### src/rtl/core/delay_aware_round_robin_scheduler_top_macros.svh
// Assertion macros shared by the scheduler RTL.
// Included by delay_aware_round_robin_scheduler_top.sv; relies on aclk and aresetn in scope.
`ifndef DELAY_AWARE_ROUND_ROBIN_SCHEDULER_TOP_MACROS_SVH
`define DELAY_AWARE_ROUND_ROBIN_SCHEDULER_TOP_MACROS_SVH

// Same-cycle implication, disabled while reset is asserted.
`define DARS_ASSERT_IMPLIES(lbl, ante, cons) \
    lbl: assert property (@(posedge aclk) disable iff (!aresetn) (ante) |-> (cons)) \
        else $error("scheduler assertion failed");

// Next-cycle implication, disabled while reset is asserted.
`define DARS_ASSERT_NEXT(lbl, ante, cons) \
    lbl: assert property (@(posedge aclk) disable iff (!aresetn) (ante) |=> (cons)) \
        else $error("scheduler assertion failed");

`endif

### src/rtl/core/dars_pkg.sv
// Shared types and constants of the delay-aware round-robin scheduler.
// No dependencies; imported by dars_cell and the top level.
package dars_pkg;

    localparam int TASKS_DEFAULT      = 4;
    localparam int DELAY_BITS_DEFAULT = 32;

    localparam int ACTION_W = 2;
    localparam int TASK_W   = 2;
    localparam int TICKS_W  = 32;

    localparam logic [ACTION_W-1:0] ACT_TICK    = 2'd0;
    localparam logic [ACTION_W-1:0] ACT_DELAY   = 2'd1;
    localparam logic [ACTION_W-1:0] ACT_RELEASE = 2'd2;

    // Command broadcast from the top level to every task cell.
    typedef struct packed {
        logic               tick;
        logic               delay;
        logic               release_all;
        logic [TASK_W-1:0]  cur_task;
        logic [TICKS_W-1:0] ticks;
    } cmd_t;

endpackage

### src/rtl/core/dars_cell.sv
// One task cell: delay counter, ready bit and one stage of the rank ripple.
// Depends on dars_pkg.
module dars_cell #(
    parameter int TASKS      = 4,
    parameter int DELAY_BITS = 32,
    parameter int INDEX      = 0,
    parameter int IW         = $clog2(TASKS),
    parameter int CW         = $clog2(TASKS + 1)
) (
    input  logic           aclk,
    input  logic           aresetn,
    input  dars_pkg::cmd_t cmd,
    input  logic [CW-1:0]  rr_pos,
    input  logic [CW-1:0]  rr_pos_inc,
    input  logic           link_valid_in,
    input  logic [CW-1:0]  link_count_in,
    input  logic [IW-1:0]  link_first_in,
    input  logic [IW-1:0]  link_at_pos_in,
    input  logic [IW-1:0]  link_after_pos_in,
    output logic           link_valid_out,
    output logic [CW-1:0]  link_count_out,
    output logic [IW-1:0]  link_first_out,
    output logic [IW-1:0]  link_at_pos_out,
    output logic [IW-1:0]  link_after_pos_out
);
    import dars_pkg::*;

    localparam logic [IW-1:0] MY_INDEX = IW'(INDEX);

    logic [DELAY_BITS-1:0] cnt_reg, cnt_next;
    logic                  ready_reg, ready_next;
    logic                  valid_reg;
    logic [CW-1:0]         count_reg;
    logic [IW-1:0]         first_reg, at_pos_reg, after_pos_reg;

    always_comb begin
        cnt_next   = cnt_reg;
        ready_next = ready_reg;
        if (cmd.tick) begin
            if (cnt_reg != '0) begin
                cnt_next = cnt_reg - DELAY_BITS'(1);
            end
            if (cnt_next == '0) begin
                ready_next = 1'b1;
            end
        end else if (cmd.delay && (int'(cmd.cur_task) == INDEX)) begin
            ready_next = 1'b0;
            cnt_next   = cmd.ticks[DELAY_BITS-1:0];
        end else if (cmd.release_all) begin
            ready_next = 1'b1;
        end
    end

    always_ff @(posedge aclk) begin
        if (!aresetn) begin
            cnt_reg   <= '0;
            ready_reg <= 1'b0;
            valid_reg <= 1'b0;
        end else begin
            cnt_reg   <= cnt_next;
            ready_reg <= ready_next;
            valid_reg <= link_valid_in;
        end
    end

    // Rank stage: a ready task takes the rank counted so far and bumps the count.
    always_ff @(posedge aclk) begin
        count_reg     <= link_count_in + CW'(ready_reg);
        first_reg     <= (ready_reg && link_count_in == '0) ? MY_INDEX : link_first_in;
        at_pos_reg    <= (ready_reg && link_count_in == rr_pos) ? MY_INDEX : link_at_pos_in;
        after_pos_reg <= (ready_reg && link_count_in == rr_pos_inc) ? MY_INDEX
                                                                     : link_after_pos_in;
    end

    assign link_valid_out     = valid_reg;
    assign link_count_out     = count_reg;
    assign link_first_out     = first_reg;
    assign link_at_pos_out    = at_pos_reg;
    assign link_after_pos_out = after_pos_reg;

endmodule

### src/rtl/core/delay_aware_round_robin_scheduler_top.sv
// Top level of the delay-aware round-robin task scheduler.
// Depends on dars_pkg, dars_cell and delay_aware_round_robin_scheduler_top_macros.svh.
//
// This block keeps a delay counter and a ready bit for each of TASKS tasks and
// picks the task to run next. A request on the input stream carries an action in
// s_tuser: a tick, a delay request for the current task, or a release of all
// waiting tasks. Every request returns exactly one result on the output stream:
// the next task, a switch request flag and a sticky idle flag. Delay and release
// requests return the unchanged choice. A tick updates all counters at once and
// then ripples a rank count through a chain of task cells, one cell per cycle,
// which yields the compact ready list entries the round-robin scan needs; no new
// request is taken while the wave is still in the chain. The output is held in a
// register, and a new request is taken only while that register is empty or in
// the cycle that its result leaves on m_tready.
module delay_aware_round_robin_scheduler_top #(
    parameter int TASKS      = dars_pkg::TASKS_DEFAULT,
    parameter int DELAY_BITS = dars_pkg::DELAY_BITS_DEFAULT
) (
    input  logic        aclk,
    input  logic        aresetn,
    input  logic        s_tvalid,
    output logic        s_tready,
    // s_tdata, lowest bit up: current_task[1:0], delay_ticks[33:2],
    // delay_pending[34], zero fill [39:35].
    input  logic [39:0] s_tdata,
    // s_tuser, lowest bit up: action[1:0].
    input  logic [1:0]  s_tuser,
    output logic        m_tvalid,
    input  logic        m_tready,
    // m_tdata, lowest bit up: run_task[1:0], switch_request[2], idle[3],
    // zero fill [7:4].
    output logic [7:0]  m_tdata
);
    import dars_pkg::*;

    localparam int IW = $clog2(TASKS);
    localparam int CW = $clog2(TASKS + 1);

    localparam logic ST_IDLE = 1'b0;
    localparam logic ST_SCAN = 1'b1;

    logic          state_reg, state_next;
    logic          start_reg;
    logic [IW-1:0] rr_reg, rr_next;
    logic [IW-1:0] chosen_reg, chosen_next;
    logic          idle_seen_reg, idle_seen_next;
    logic [1:0]    cur_hold_reg;
    logic          hold_reg;
    logic          m_valid_reg;
    logic [3:0]    m_data_reg;

    logic           accept;
    logic [1:0]     in_action;
    cmd_t           cmd;
    logic [CW-1:0]  rr_ext, rr_inc;
    logic [IW+1:0]  chosen_wide;
    logic [1:0]     run_task_lo;

    logic [TASKS:0] lv;
    logic [CW-1:0]  lc [TASKS+1];
    logic [IW-1:0]  lf [TASKS+1];
    logic [IW-1:0]  lp [TASKS+1];
    logic [IW-1:0]  la [TASKS+1];

    // Input side is open only between ticks and while the result slot is free
    // or being emptied in this cycle.
    assign s_tready  = (state_reg == ST_IDLE) && (!m_valid_reg || m_tready);
    assign accept    = s_tvalid && s_tready;
    assign in_action = s_tuser;

    always_comb begin
        cmd.tick        = accept && (in_action == ACT_TICK);
        cmd.delay       = accept && (in_action == ACT_DELAY);
        cmd.release_all = accept && (in_action == ACT_RELEASE);
        cmd.cur_task    = s_tdata[1:0];
        cmd.ticks       = s_tdata[33:2];
    end

    assign rr_ext = CW'(rr_reg);
    assign rr_inc = rr_ext + CW'(1);

    // The rank wave enters the first cell empty in the cycle after the tick.
    assign lv[0] = start_reg;
    assign lc[0] = '0;
    assign lf[0] = '0;
    assign lp[0] = '0;
    assign la[0] = '0;

    for (genvar g = 0; g < TASKS; g++) begin : g_cell
        dars_cell #(
            .TASKS      (TASKS),
            .DELAY_BITS (DELAY_BITS),
            .INDEX      (g),
            .IW         (IW),
            .CW         (CW)
        ) u_cell (
            .aclk               (aclk),
            .aresetn            (aresetn),
            .cmd                (cmd),
            .rr_pos             (rr_ext),
            .rr_pos_inc         (rr_inc),
            .link_valid_in      (lv[g]),
            .link_count_in      (lc[g]),
            .link_first_in      (lf[g]),
            .link_at_pos_in     (lp[g]),
            .link_after_pos_in  (la[g]),
            .link_valid_out     (lv[g+1]),
            .link_count_out     (lc[g+1]),
            .link_first_out     (lf[g+1]),
            .link_at_pos_out    (lp[g+1]),
            .link_after_pos_out (la[g+1])
        );
    end

    // Round-robin choice once the wave has left the last cell. The count it
    // carries is the number of ready tasks.
    always_comb begin
        rr_next        = rr_reg;
        chosen_next    = chosen_reg;
        idle_seen_next = idle_seen_reg;
        if (lv[TASKS]) begin
            if (lc[TASKS] == '0) begin
                idle_seen_next = 1'b1;
                chosen_next    = '0;
            end else if (rr_inc >= lc[TASKS]) begin
                rr_next     = '0;
                chosen_next = lf[TASKS];
            end else if (hold_reg) begin
                chosen_next = lp[TASKS];
            end else begin
                rr_next     = IW'(rr_inc);
                chosen_next = la[TASKS];
            end
        end
    end

    // Only the low two bits of the chosen index leave the block.
    assign chosen_wide = {2'b00, chosen_next};
    assign run_task_lo = chosen_wide[1:0];

    always_comb begin
        state_next = state_reg;
        case (state_reg)
            ST_IDLE: begin
                if (cmd.tick) begin
                    state_next = ST_SCAN;
                end
            end
            ST_SCAN: begin
                if (lv[TASKS]) begin
                    state_next = ST_IDLE;
                end
            end
            default: begin
                state_next = ST_IDLE;
            end
        endcase
    end

    always_ff @(posedge aclk) begin
        if (!aresetn) begin
            state_reg     <= ST_IDLE;
            start_reg     <= 1'b0;
            rr_reg        <= '0;
            chosen_reg    <= IW'(1);
            idle_seen_reg <= 1'b0;
            m_valid_reg   <= 1'b0;
        end else begin
            state_reg     <= state_next;
            start_reg     <= cmd.tick;
            rr_reg        <= rr_next;
            chosen_reg    <= chosen_next;
            idle_seen_reg <= idle_seen_next;
            if (lv[TASKS] || (accept && !cmd.tick)) begin
                m_valid_reg <= 1'b1;
            end else if (m_tready) begin
                m_valid_reg <= 1'b0;
            end
        end
    end

    always_ff @(posedge aclk) begin
        if (cmd.tick) begin
            cur_hold_reg <= s_tdata[1:0];
            hold_reg     <= s_tdata[34];
        end
        if (lv[TASKS]) begin
            m_data_reg <= {idle_seen_next, (run_task_lo != cur_hold_reg), run_task_lo};
        end else if (accept && !cmd.tick) begin
            m_data_reg <= {idle_seen_reg, 1'b0, run_task_lo};
        end
    end

    assign m_tvalid = m_valid_reg;
    assign m_tdata  = {4'b0000, m_data_reg};

`include "delay_aware_round_robin_scheduler_top_macros.svh"

    // No request is taken while a tick is still rippling through the cells.
    `DARS_ASSERT_IMPLIES(a_ready_only_idle, s_tready, state_reg == ST_IDLE)
    // A tick launches exactly one rank wave and enters the scan state.
    `DARS_ASSERT_NEXT(a_tick_starts_wave, cmd.tick, start_reg && state_reg == ST_SCAN)
    // The wave finishes only while a tick is in flight.
    `DARS_ASSERT_IMPLIES(a_wave_in_scan, lv[TASKS], state_reg == ST_SCAN)
    // The idle flag never clears once set.
    `DARS_ASSERT_NEXT(a_idle_sticky, idle_seen_reg, idle_seen_reg)

endmodule
### config.mk
export PLATFORM = sky130hd
export DESIGN_NAME = delay_aware_round_robin_scheduler_top
export DESIGN_NICKNAME = d
export VERILOG_FILES = /design/src/rtl/core/dars_pkg.sv /design/src/rtl/core/dars_cell.sv /design/src/rtl/core/delay_aware_round_robin_scheduler_top.sv
export VERILOG_INCLUDE_DIRS = /design/src /design/src/rtl/core
export SDC_FILE = /design/constraint.sdc
export NUM_CORES = 1
export LEC_CHECK = 0
export BUFFER_PORTS_ARGS = -buffer_cell sky130_fd_sc_hd__buf_2
export CORE_MARGIN = 4
export CORE_UTILIZATION = 59
export DETAILED_ROUTE_END_ITERATION = 6
export GPL_TIMING_DRIVEN = 0
export PLACE_DENSITY = 0.78
export SYNTH_ARGS = -nofsm -noshare
export SYNTH_HDL_FRONTEND = slang
export SYNTH_SLANG_ARGS = --single-unit
### constraint.sdc
create_clock -name aclk -period 3.25 [get_ports aclk]
set_input_delay 0.8125 -clock aclk [delete_from_list [all_inputs] [get_ports aclk]]
set_output_delay 0.8125 -clock aclk [all_outputs]
set_load 0.005 [all_outputs]
## Yosys cells after proc, flatten, opt, wreduce, memory -nomap -nowiden

Cells that the tools add are included.

- Register bits after elaboration: 176
- Input bits: 46

- Add/subtract/negate cells: 8
- Order comparisons: 1
- Equality and inequality tests: 17
- Mux-type cells: 44
- Bitwise operators: 2
- Reduce and logical (&&, ||, !) cells: 52

Operator list:

| kind | count |
|---|---|
| 2-to-1 mux 32 bit | 16 |
| logical NOT 32 bit | 4 |
| nonzero test 32 bit | 4 |
| subtractor 32 x 1 -> 32 bit, second input constant | 4 |
| logical AND 1 bit | 19 |
| 2-to-1 mux 1 bit | 19 |
| logical NOT 3 bit | 4 |
| 2-to-1 mux 2 bit | 6 |
| nonzero test 2 bit | 6 |
| nonzero test 3 bit | 4 |
| != test 2 x 1 -> 1 bit, second input constant | 5 |
| 2-to-1 mux 4 bit | 2 |
| AND reduction 2 bit | 4 |
| adder 3 x 1 -> 3 bit | 2 |
| equality test 2 bit, second input constant | 3 |
| equality test 3 x 2 -> 1 bit | 2 |
| equality test 3 bit | 2 |
| equality test 2 x 1 -> 1 bit, second input constant | 2 |
| logical NOT 2 bit | 2 |
| adder 2 x 1 -> 3 bit, second input constant | 1 |
| equality test 1 x 3 -> 1 bit | 1 |
| greater-or-equal comparator 3 bit | 1 |
| AND reduction 3 bit | 1 |
| adder 1 x 1 -> 2 bit | 1 |
| 6 further kinds | 9 |

## Longest topological paths before layout

Gate-level depths: netlist of the first run.

- Depth in word-level cells: 9
- Depth in mapped cells: 12
- Gate-level depth less buffers: 10

## Cells and area by module

From an unflattened synthesis of the first run, not the netlist that was laid out.

- Cells, all modules: 1622
- Area, all modules: 12943.7 um^2

By module, submodules not included:

| module | times used | cells an instance | area each (um^2) | seq. area each (um^2) |
|---|---|---|---|---|
| dars_cell (g_cell[1].u_cell) | 1 | 376 | 3093.0 | 860.8 |
| dars_cell (g_cell[0].u_cell) | 1 | 377 | 3065.4 | 860.8 |
| dars_cell (g_cell[2].u_cell) | 1 | 399 | 2999.1 | 860.8 |
| dars_cell (g_cell[3].u_cell) | 1 | 398 | 2992.9 | 860.8 |
| delay_aware_round_robin_scheduler_top | 1 | 72 | 793.3 | 370.4 |

## Worst setup path after synthesis of the first run

OpenSTA, ideal clock, no wires.

- Path type: register to register
- Start: register g_cell[1].u_cell.cnt_reg[2]
- End: register g_cell[1].u_cell.ready_reg
- Setup time: 0.073 ns
- Data arrival time: 2.858 ns
- Path slack: 0.319 ns
- Stages on the path, launching flop included: 12
- Buffers on the path: 3
- Path through: dfxtp_1 buf_6 or4_4 buf_6 or3_4 or4_1 buf_2 nor4b_2 a31o_1 o22ai_1 or4_1 o22ai_2

- Word-level cells in the longest chain between the ends: 6

Ends and longest elaborated chain:

| element | line | source |
|---|---|---|
| start, declared | dars_cell.sv:30 | `logic [DELAY_BITS-1:0] cnt_reg, cnt_next;` |
| start signal, assigned | dars_cell.sv:60 | `cnt_reg <= cnt_next;` |
| subtractor 32 x 1 -> 32 bit or nonzero test 32 bit (tied branches) | dars_cell.sv:41, dars_cell.sv:40 |  |
| 2-to-1 mux 32 bit * | dars_cell.sv:40 | `if (cnt_reg != '0) begin` |
| 2-to-1 mux 32 bit * | dars_cell.sv:39 | `if (cmd.tick) begin` |
| logical NOT 32 bit * | dars_cell.sv:43 | `if (cnt_next == '0) begin` |
| != test 2 x 1 -> 1 bit (no source line) * | -- |  |
| AND reduction 2 bit (no source line) * | -- |  |
| end signal, assigned | dars_cell.sv:61 | `ready_reg <= ready_next;` |
| end, declared | dars_cell.sv:31 | `logic ready_reg, ready_next;` |

Mark *: on every way between the ends. The rest lies on a longest branch, timed or not. The select of a mux whose other input is x is not followed.
A chain may end at the register's enable or synchronous reset.

==> metrics.md, run 1 <==
| Metric | Value |
|---|---|
| GRT overflow | 0 |
| Period utilization | 100.0% |
| Final setup fails | 1 |
| CTS tree | built |
| Hold WC Path Type | reg2reg |
| Worst-path cell chain | buf_2, clkinv_1, nor3_2, o21ai_0, a2111oi_0, nand4_1, or4_4, o22ai_2 |
| Max-Cap Viols | 0 |
| Initial Utilization | between 60% and 70% |
| Startpoint types | primary input |
| Number of global-route vias before repair | 11080 |
| Crit path max fanout | 6 |
| DRT iter0 DRCs | ~1900 |
| PortBufs | 46 |
| Routability cong. | between 1 and 1.5 |
| Synthesized area | around 0.011 mm^2 |
| Die height | between 100 and 150 um |
| Max reg flops | between 100 and 150 |
| Root Buffer | clkbuf_16 |
| Pre-antenna DRT Iters | 7 |
| HPWL after DPL | about 30 mm |
| Post-synth cell types | 76 |
| Cell Pwr Density | 672.5 mW/mm^2 |
| Asr flop ratio synth | 0% |
| Total track usage | just over 40% |
| Leakage dissipation | 4.432 nW |
| CP endpoint kind | flop |
| Register area | 0.003573 mm^2 |
| Rel. slew slack | between 10% and 20% |
| Routed Antenna Nets | 0 |
| Routed WL | roughly 43 mm |
| Most frequent cells in the layout | dfxtp_1 (168), nor2_1 (156), a21oi_1 (133), nand2_1 (120), o21ai_0 (94) |
| Top Ports | 56 |
| Post-synthesis cell count | between 1000 and 1500 |
| Fin crit period | roughly 3300 ps |
| Peak Freq | between 0.3 and 0.4 GHz |
| WP data required | between 3000 and 4000 ps |
| Critical Path Start | aresetn |
| Status | finished, violations left |
| Syn-to-layout area delta | 12.92% |
| Nets | roughly 1500 |
| Initial antenna violation count | 0 |
| Setup WS pre-CTS | -1233 ps |
| Fin. max-slew vios | 0 |
| FF+latch count, synth | roughly 180 |
| Top_reg_cell synth | dfxtp_1 |
| Hold WS | 367.4 ps |
| Crit Path Class | in2reg |
| Clock Sinks | about 180 |
| First-pass GRT wire length | ~64 mm |
| Sequential area share after synthesis | ~34% |
| Final std cell area, no fill | roughly 0.012 mm^2 |
| Syn. warnings | 0 |
| Worst setup margin | -0.4319 ps |
| Critical Path AT | approximately 3600 ps |
| Mean post-synth cell area | roughly 7.6 um^2 |
| Failing checks | design-rule violations, negative setup slack |
| Clk_lat worst skew | roughly 440 ps |
| Vias | about 12000 |
| Layout Skew | just under 8 ps |
| Share of layout cells above drive strength 1 | ~11% |
| CTS clock-pin slew for the worst setup and hold paths | about 70 ps |
| Area of the multi-input gates | between 0.006 and 0.007 mm^2 |
| Most common cell after layout, fill and taps aside | dfxtp_1 |
| FF-to-FF Start | g_cell[1].u_cell.cnt_reg[2] |
| Slew at the pin closest to its max-slew limit | roughly 1300 ps |
| Chip Width | 141.9 um |
| Fin util | between 60% and 70% |
| Final Hold Vio Count | 0 |
| Core Area | around 0.017 mm^2 |
| Residual DRC count | 1 |
| Peak VDD IR | about 500 uV |
| CP max stage delay | slightly above 900 ps |
| Largest net degree at the start of global routing | 17 |
| Post-synth EDFFs | 7 |
| Cts bufs inserted | 17 |
| # rows | 48 |
| Vias per cell | a little over 7 |
| Htree depth | 4 |
| DR WL/cell | ~25 um |
| Area after DPL | between 0.01 and 0.015 mm^2 |
| Fillcell total | 1495 |
| HP Start | g_cell[0].u_cell.ready_reg |
| Critical path's slowest cell | nor3_2 |
| Die area | 0.02015 mm^2 |
| Clock buffer depth | 2 |
| Hold buffers post-CTS | 0 |
-- area by class of cell --
type / instances / area share [%]
plain buffers: 88 / 3.433
repair buffers: 48 / 2.052
well taps: 225 / 2.355
clock inverters: 14 / 1.298
inverters: 25 / 0.7851
flip-flops and latches: 175 / 29.90
diodes: 3 / 0.06281
clock buffers: 18 / 3.674
multi-input cells: 1102 / 56.44
-- where the power goes --
part / switching, mW / leakage (nW) / total, mW / internal (mW)
registers: 0.191 / 1.43 / 2.51 / 2.32
logic: 2.20 / 2.71 / 3.40 / 1.21
clock network: 0.962 / 0.293 / 2.13 / 1.17
total: 3.35 / 4.43 / 8.04 / 4.69
-- worst max-delay path: cells and delay by family --
family	cells	cell delay (ps)
AOI/OAI and AO/OA	3	820
and+or+nand+nor	3	1500
buffers and inverters	2	480
-- cell usage after synthesis, types with 7 or more instances --
master	number	area [um^2]
nor2_1	158	593.1
a311oi_1	12	105.1
xor2_1	15	131.4
a22oi_1	18	135.1
nor3_1	69	345.3
and2_1	9	56.30
xnor2_1	26	227.7
clkbuf_1	71	266.5
a211oi_1	14	105.1
a221oi_1	22	192.7
and3_1	17	106.4
nor4_1	53	331.6
nand2_1	120	450.4
nand4_1	23	143.9
edfxtp_1	7	210.2
or3_1	28	175.2
ha_1	18	225.2
nand3_1	26	130.1
o21ai_0	94	470.5
o21a_1	8	60.06
a222oi_1	8	80.08
o211ai_1	16	120.1
nand2b_1	14	87.58
a21oi_1	134	670.6
a31oi_1	10	62.56
dfxtp_1	168	3363
or2_2	9	56.30
inv_1	24	90.09
a32oi_1	13	113.9
nor3b_1	12	90.09
or4_1	28	210.2
o311ai_0	15	131.4
nor2b_1	16	100.1
mux2i_1	8	80.08
-- cells by family (layout without fill, tap and decap cells) --
family	after synthesis	count (layout)	synth area share (%)
AOI/OAI and AO/OA	416	416	25.15
xor gates and xnor gates	41	41	3.392
adders and majority gates	18	18	2.128
buffers and inverters	115	193	4.645
DFF	175	175	33.76
muxes	8	8	0.7565
other	1	7	0.03543
and+or+nand+nor	615	615	30.13
-- stage by stage --
step	cells	TNS [ps]	power (mW)
after floorplan	1392	0	4.734
after global placement	1663	-51550	5.535
after detailed placement	1663	-59860	5.551
after CTS	1695	0	7.692
after global routing	1695	-10.30	8.384
final	1698	-0.4319	8.038
-- repair_timing --
item | in CTS | in global routing
endpoints found under the setup margin | 66 | 91
resized for setup | 15 | 39
pin swaps | 0 | 2
endpoints found under the hold margin | 0 | 0
setup buffers | 0 | 2
cloned | 0 | 0
-- path summary, 6_finish.rpt --
path	to	slack (ps)	cells past startpoint
hold reg to reg	g_cell[0].u_cell.link_count_out[0]	370	0
hold / removal	g_cell[0].u_cell.link_count_out[0]	370	0
setup reg to reg	g_cell[1].u_cell.ready_reg	80	11
setup / recovery	g_cell[1].u_cell.ready_reg	-0.4	8
-- per-layer routing --
metal  share of wire [%]  GRT usage (%)
met1                  36          52.29
met2                  40          58.76
met3                  15          14.05
met4                 8.5          28.84
met5                   0              0
Note: power is estimated with default switching activity, not from simulation.
==> run 2: changes to the inputs <==
--- a/config.mk
+++ b/config.mk
@@ -12,6 +12,7 @@
 export DETAILED_ROUTE_END_ITERATION = 6
 export GPL_TIMING_DRIVEN = 0
 export PLACE_DENSITY = 0.78
+export SETUP_SLACK_MARGIN = 0.1
 export SYNTH_ARGS = -nofsm -noshare
 export SYNTH_HDL_FRONTEND = slang
 export SYNTH_SLANG_ARGS = --single-unit
==> run 2 against run 1 <==
Net effect: the flow finishes with violations (design-rule violations); first-iteration DRC count is 2.0% higher; critical path depth stayed put; total power is 1.5% higher; final area is 1.1% higher; register-to-register slack better by 100 ps; cell count is 0.29% higher; non-clock buffer count is 6 higher; critical path type unchanged; via count is 0.41% higher; combinational power is 4% higher.
==> metrics.md, run 2 (synthesis gave the netlist of run 1 again) <==
| Metric | Value |
|---|---|
| FF-to-FF Start | g_cell[0].u_cell.cnt_reg[2] (was g_cell[1].u_cell.cnt_reg[2]) |
| Total track usage | 41.35% (was 41.23%) |
| Initial antenna violation count | 0 (unchanged) |
| Residual DRC count | 1 (unchanged) |
| CTS tree | built (unchanged) |
| First-pass GRT wire length | 63.78 mm (was 63.60 mm) |
| Max reg flops | 128 (unchanged) |
| Nets | 1527 (was 1521) |
| Area after DPL | 0.01111 mm^2 (unchanged) |
| Rel. slew slack | 14.82% (was 15.74%) |
| Chip Width | 141.9 um (unchanged) |
| Critical Path AT | 3510 ps (was 3610 ps) |
| DRT iter0 DRCs | 1954 (was 1916) |
| Hold buffers post-CTS | 0 (unchanged) |
| Most common cell after layout, fill and taps aside | dfxtp_1 (unchanged) |
| Placed cell count | 1663 (unchanged) |
| Fin. max-slew vios | 0 (unchanged) |
| P_int | 4.752 mW (was 4.689 mW) |
| Share of layout cells above drive strength 1 | 12.47% (was 11.02%) |
| CTS clock-pin slew for the worst setup and hold paths | 70 ps (about the same) |
| Routability cong. | 1.022 (unchanged) |
| Worst-path cell chain | buf_2, clkinv_1, nor3_4, o21ai_0, a2111oi_0, nand4_1, or4_1, o22ai_2 (was buf_2, clkinv_1, nor3_2, o21ai_0, a2111oi_0, nand4_1, or4_4, o22ai_2) |
| Hold WS | 367.3 ps (was 367.4 ps) |
| Cts bufs inserted | 17 (unchanged) |
| Leakage dissipation | 4.498 nW (was 4.432 nW) |
| Routed WL | 42.90 mm (was 42.71 mm) |
| Fillcell total | 1492 (was 1495) |
| PortBufs | 46 (unchanged) |
| Layout Skew | 7.737 ps (was 7.951 ps) |
| Slew at the pin closest to its max-slew limit | 1275 ps (was 1261 ps) |
| Tot Pwr | 8.157 mW (was 8.038 mW) |
| Critical Path Start | aresetn (unchanged) |
| Clk network pwr share | 26.1% (was 26.5%) |
| HP Start | g_cell[0].u_cell.ready_reg (unchanged) |
| Setup TNS | 0 ps (was -0.4319 ps) |
| Period utilization | 96.96% (was 100.0%) |
| # rows | 48 (unchanged) |
| WP data required | 3610 ps (about the same) |
| Startpoint types | primary input (unchanged) |
| Vias | 12230 (was 12180) |
| Syn-to-layout area delta | 14.14% (was 12.92%) |
| Number of global-route vias before repair | 11130 (was 11080) |
| Die area | 0.02015 mm^2 (unchanged) |
| Vias per cell | 7.180 (was 7.172) |
| Routed Antenna Nets | 0 (unchanged) |
| Crit path max fanout | 6 (unchanged) |
| Reg2reg setup slack | 180 ps (was 80 ps) |
| Worst reg2reg endpoint | g_cell[0].u_cell.ready_reg (was g_cell[1].u_cell.ready_reg) |
| Clk_lat worst skew | 440 ps (about the same) |
| RSZ-0062 raised after global routing | yes |
| Peak Freq | 0.3173 GHz (was 0.3077 GHz) |
| Critical path's slowest cell | nor3_4 (was nor3_2) |
| Clock buffer depth | 2 (unchanged) |
| Max-Cap Viols | 0 (unchanged) |
| Finished Layout Cells | 1703 (was 1698) |
| Sw frac | 41.75% (was 41.66%) |
| Pre-antenna DRT Iters | 7 (unchanged) |
| DR WL/cell | 25.19 um (was 25.15 um) |
| Sequential Power Share | 30.8% (was 31.2%) |
| Initial Utilization | 60.78% (unchanged) |
| Die height | 141.9 um (unchanged) |
| Status | finished, violations left (unchanged) |
| Fin crit period | 3151 ps (was 3250 ps) |
| Clock Sinks | 175 (unchanged) |
| HPWL after DPL | 29.62 mm (unchanged) |
| Peak VDD IR | 510.9 uV (was 506.3 uV) |
| NetSw | 3.405 mW (was 3.348 mW) |
| Most frequent cells in the layout | dfxtp_1 (168), nor2_1 (156), a21oi_1 (134), nand2_1 (118), o21ai_0 (94) (was dfxtp_1 (168), nor2_1 (156), a21oi_1 (133), nand2_1 (120), o21ai_0 (94)) |
| R2R cell count | 12 (was 11) |
| Largest net degree at the start of global routing | 17 (unchanged) |
| GRT overflow | 0 (unchanged) |
| CP Capture Point | g_cell[1].u_cell.ready_reg (unchanged) |
| Root Buffer | clkbuf_16 (unchanged) |
| Gate power share | 43.1% (was 42.3%) |
| CP endpoint kind | flop (unchanged) |
| Core Area | 0.01742 mm^2 (unchanged) |
| Htree depth | 4 (unchanged) |
| Final std cell area, no fill | 0.01208 mm^2 (was 0.01195 mm^2) |
| Top Ports | 56 (unchanged) |
| Failing checks | design-rule violations (was design-rule violations, negative setup slack) |
| Crit Path Class | in2reg (unchanged) |
| Cell Pwr Density | 675.2 mW/mm^2 (was 672.5 mW/mm^2) |
| Hold WC Path Type | reg2reg (unchanged) |
| CP max stage delay | 650 ps (was 920 ps) |
| Final Hold Vio Count | 0 (unchanged) |
| Final setup fails | 0 (was 1) |
-- run 2: routing by layer --
layer | GRT usage [%] | part of all wire, % | wire (um) | vias up
met5 | 0 | 0 | 0 | -
met4 | 28.94 | 8.6 | 3674 | 0
met3 | 14.52 | 15 | 6428 | 255
li1 | - | - | - | 5393
met1 | 52.18 | 36 | 15540 | 5667
met2 | 58.91 | 40 | 17260 | 913
-- run 2: power groups by stage --
stage	registers (mW)	logic (mW)	clock network [mW]
floorplan	2.48	2.25	0
global placement	2.53	3.01	0
detailed placement	2.53	3.02	0
CTS	2.49	3.17	2.12
global route	2.53	3.75	2.22
finish	2.51	3.52	2.13
-- run 2: what timing repair did --
item / 4_1_cts / 5_1_grt
pin swaps: 3 / 4
setup buffers: 4 / 3
endpoints found under the setup margin: 90 / 53
gates resized for setup: 24 / 67
cloned: 0 / 0
-- run 2: how the worst min path moves through the flow --
stage                                               endpoint  slack [ps]  cells after the start
after floorplan           g_cell[0].u_cell.link_count_out[0]         330                      0
after global placement    g_cell[0].u_cell.link_count_out[0]         340                      0
after CTS                 g_cell[0].u_cell.link_count_out[0]         370                      0
final                     g_cell[0].u_cell.link_count_out[0]         370                      0
after global routing      g_cell[0].u_cell.link_count_out[0]         370                      0
after detailed placement  g_cell[0].u_cell.link_count_out[0]         340                      0
-- run 2: cell type report --
class / count / area [um^2] / share of cell area, %
timing repair buffer: 53 / 282.8 / 2.341
antenna: 2 / 5.005 / 0.04142
buffer: 89 / 434.2 / 3.594
sequential: 175 / 3573 / 29.58
multi-input combinational: 1102 / 6817 / 56.42
inverter: 25 / 93.84 / 0.7767
tap: 225 / 281.5 / 2.330
clock buffer: 18 / 439.2 / 3.635
clock inverter: 14 / 155.1 / 1.284
-- run 2: metrics by stage --
| stage | utilization [%] | setup slack [ps] |
|---|---|---|
| 2_1_floorplan | - | 318.7 |
| 3_3_place_gp | 63.78 | -1175 |
| 3_5_place_dp | 63.81 | -1233 |
| 5_1_grt | 69.34 | 49.56 |
| 4_1_cts | 67.92 | 116.8 |
| 6_report | 69.37 | 98.81 |
-- run 2: critical path, delay by kind of cell --
family	cells	cell delay (ps)
AO/OA/AOI/OAI	3	830
buffers and inverters	2	530
AND/OR/NAND/NOR	3	1350
